File: src/rtl/cmbh_ram.sv
// ----------------------------------------------------------------------------
// cmbh_ram
// Generic single-write, single-read RAM with a registered read port.
// Read returns the old contents when the same address is written.
// ----------------------------------------------------------------------------
module cmbh_ram #(
    parameter int WIDTH = 32,
    parameter int DEPTH = 8
) (
    input  logic                     i_clk,
    input  logic                     i_wr_en,
    input  logic [$clog2(DEPTH)-1:0] i_wr_addr,
    input  logic [WIDTH-1:0]         i_wr_data,
    input  logic [$clog2(DEPTH)-1:0] i_rd_addr,
    output logic [WIDTH-1:0]         o_rd_data
);

    logic [WIDTH-1:0] r_mem [DEPTH];
    logic [WIDTH-1:0] r_rd_data;

    always_ff @(posedge i_clk) begin
        if (i_wr_en) begin
            r_mem[i_wr_addr] <= i_wr_data;
        end
        r_rd_data <= r_mem[i_rd_addr];
    end

    assign o_rd_data = r_rd_data;

endmodule

File: config.mk
export PLATFORM = sky130hd
export DESIGN_NAME = cmbh_ram
export DESIGN_NICKNAME = d
export VERILOG_FILES = /design/src/rtl/cmbh_ram.sv
export SDC_FILE = /design/constraint.sdc
export NUM_CORES = 1
export LEC_CHECK = 0
export BUFFER_PORTS_ARGS = -buffer_cell sky130_fd_sc_hd__buf_2
export CORE_MARGIN = 1
export CORE_UTILIZATION = 35
export DETAILED_ROUTE_END_ITERATION = 16
export SLEW_MARGIN = 40
export SYNTH_ARGS = -nofsm -noshare
export SYNTH_HDL_FRONTEND = slang
export SYNTH_SLANG_ARGS = --single-unit
File: constraint.sdc
create_clock -name i_clk -period 5.2 [get_ports i_clk]
set_input_delay 0.52 -clock i_clk [delete_from_list [all_inputs] [get_ports i_clk]]
set_output_delay 0.52 -clock i_clk [all_outputs]
set_load 0.01 [all_outputs]
==> flow_summary.yaml <==
run_status:
  status: "finished clean"
setup_path:
  cp_slowest_stage_delay_ns: 0.62
  cp.required_ns: 5.61
  reg2reg_depth: 2
  path_common_cell: "buf_4"
  worstSetupPathType: "in2reg"
  critPathMaxFanout: 39
  path_cells: "buf_4 -> buf_4 -> mux4_1 -> mux2_2"
  worstPathArrival_ns: 2.55
  worstSetupStartpointType: "input port"
  cp_slowest_cell: "mux4_1"
  cp-end-kind: "register"
cts:
  post_cts_buffers: 0
  clock_latency_ns: 0.53
  cts_sinks: 288
  post_cts_resized: 0
  htree_levels: 1
  cts_tree: "yes"
  cts_buffer_depth: 3
  cts_hold_buf: 0
  cts-root-buf: "clkbuf_16"
  cts_buffers: 28
  clk_pin_slew_ns: 0.06
yosys:
  syn-num-nets: 455
  yosysSeqAreaShare_pct: 79.6
  yosysUniqueCellTypes: 13
  syn_inst: 415
  synth_warnings: 0
  synth_area_um2: 10500
  ys_seq_elements: 288
  avgSynthCellArea_um2: 25.2
layout:
  fillers: 2525
  instances_no_fill: 914
  area_growth_pct: 16.8
  stdcell_area_um2: 12200
  n_antenna_cell: 0
  drive_gt1_share_pct: 35.1
  nNetsFinal: 548
  final_cell_mix: "edfxtp_1, buf_2, mux4_1, mux2_2, dfxtp_1"
  mostFrequentLayoutCell: "edfxtp_1"
global_route:
  grt_remaining_overflow: 0
  grt_usage_pct: 12.8
  grt_max_degree: 49
  grt_pass1_vias: 4798
  grt_pass1_wl_um: 29000
  antenna_found_initial: 2
pwr:
  ir_drop_mv: 0.256
  p_leak_nw: 4.10
  power.density_nw_per_um2: 396
  power_w: 0.00484
timing:
  finalCritPeriodShare_pct: 41.1
  fin_ws_ns: 3.06
  max_freq_mhz: 468
  period_needed_ns: 2.14
  finalSetupViolCount: 0
  relSlewSlack_pct: 53.7
  rsz0062_at_grt: "no"
  finalMaxSlewViolations: 0
  worstMarginPinSlew_ns: 0.695
  hold_violations: 0
  tns_ns: 0
  finClkSkew_ns: 0.00879
placed_design:
  routabilityCongestion: 0.647
  dp.cells: 862
  portBuffers: 71
  pre_cts_ws_ns: 2.47
  post_dp_cell_area_um2: 11300
  dpl.hpwl_um: 10100
detailed_routing:
  route.detailed.drc: 0
  ant_nets: 0
  routed_wl_um: 19300
  dr.pass1.iters: 4
  wl_per_cell_um: 21.1
  drt_iter0_markers: 256
  via_count: 4436
  via_per_inst: 4.85
hold_path:
  hp-class: "in2reg"
  worstHoldPathCells: 1
floorplan:
  num_rows: 62
  start_util_pct: 36.0
  die_h_um: 175
  die_w_um: 175
  io_pins: 72
  die_area_um2: 30600
  core_area_um2: 29100
run:
  max-cap-violations: 0
[state kept, by name, summed over array words and instances, names as in the netlist]
| signal | flops |
|---|---|
| o_rd_data | 32 |
| r_mem | 256 |
[synthesized netlist by cell type]
master	count	share of area, %
nand2b_1	3	0.18
buf_6	7	0.75
mux4_1	40	10
nand2_1	2	0.072
clkbuf_1	1	0.036
edfxtp_1	256	73
nor2_1	6	0.22
dfxtp_1	32	6.1
mux4_2	24	5.2
buf_2	6	0.29
nor3_1	2	0.096
mux2_2	32	3.4
buf_1	4	0.14
[per-layer routing]
metal,up-vias,part of all wire [%],GRT usage (%)
met5,-,0.11,0
met1,2333,43,16.7
li1,1979,-,-
met4,4,1.8,3.08
met3,27,3.8,2.42
met2,93,51,22.2
[path summary, 6_finish.rpt]
check | slack, ns | end | startpoint
setup / recovery | 3.06 | o_rd_data[15]$_DFF_P_ | i_rd_addr[0]
hold / removal | 0.26 | r_mem[7][6]$_DFFE_PP_ | i_wr_data[6]
setup reg to reg | 3.89 | o_rd_data[28]$_DFF_P_ | r_mem[1][28]$_DFFE_PP_
hold reg to reg | 0.67 | o_rd_data[11]$_DFF_P_ | r_mem[2][11]$_DFFE_PP_
[logic make-up after synthesis]
group | Yosys count | synth area share [%]
buffers and inverters | 18 | 1.22
flip-flops | 288 | 79.6
multiplexers | 96 | 18.6
AND/OR/NAND/NOR | 13 | 0.562
[power by group]
| group | total [W] | switching (W) | internal (W) |
|---|---|---|---|
| clock | 0.00196 | 0.000785 | 0.00117 |
| combinational | 0.000243 | 0.000130 | 0.000114 |
| sequential | 0.00264 | 0.0000233 | 0.00261 |
[cell type report]
| class | instances | area (um^2) | share of cell area, % |
|---|---|---|---|
| Timing Repair Buffer | 81 | 435 | 3.56 |
| Sequential cell | 288 | 8330 | 68.1 |
| Tap cell | 384 | 480 | 3.93 |
| Clock buffer | 47 | 863 | 7.06 |
| Clock inverter | 5 | 50.0 | 0.409 |
| Multi-Input combinational cell | 109 | 2070 | 16.9 |
[per-stage QoR]
stage / hold WS (ns) / util (%)
after global placement: 0.647 / 38.9
final: 0.264 / 42.0
after global routing: 0.248 / 42.0
after CTS: 0.241 / 42.0
after floorplan: 0.619 / -
after detailed placement: 0.654 / 38.9
[critical path, delay by kind of cell]
| family | cells | cell delay, ns |
|---|---|---|
| multiplexers | 2 | 0.90 |
| buffers and inverters | 2 | 1.06 |
Power figures use the tool's default switching activity.
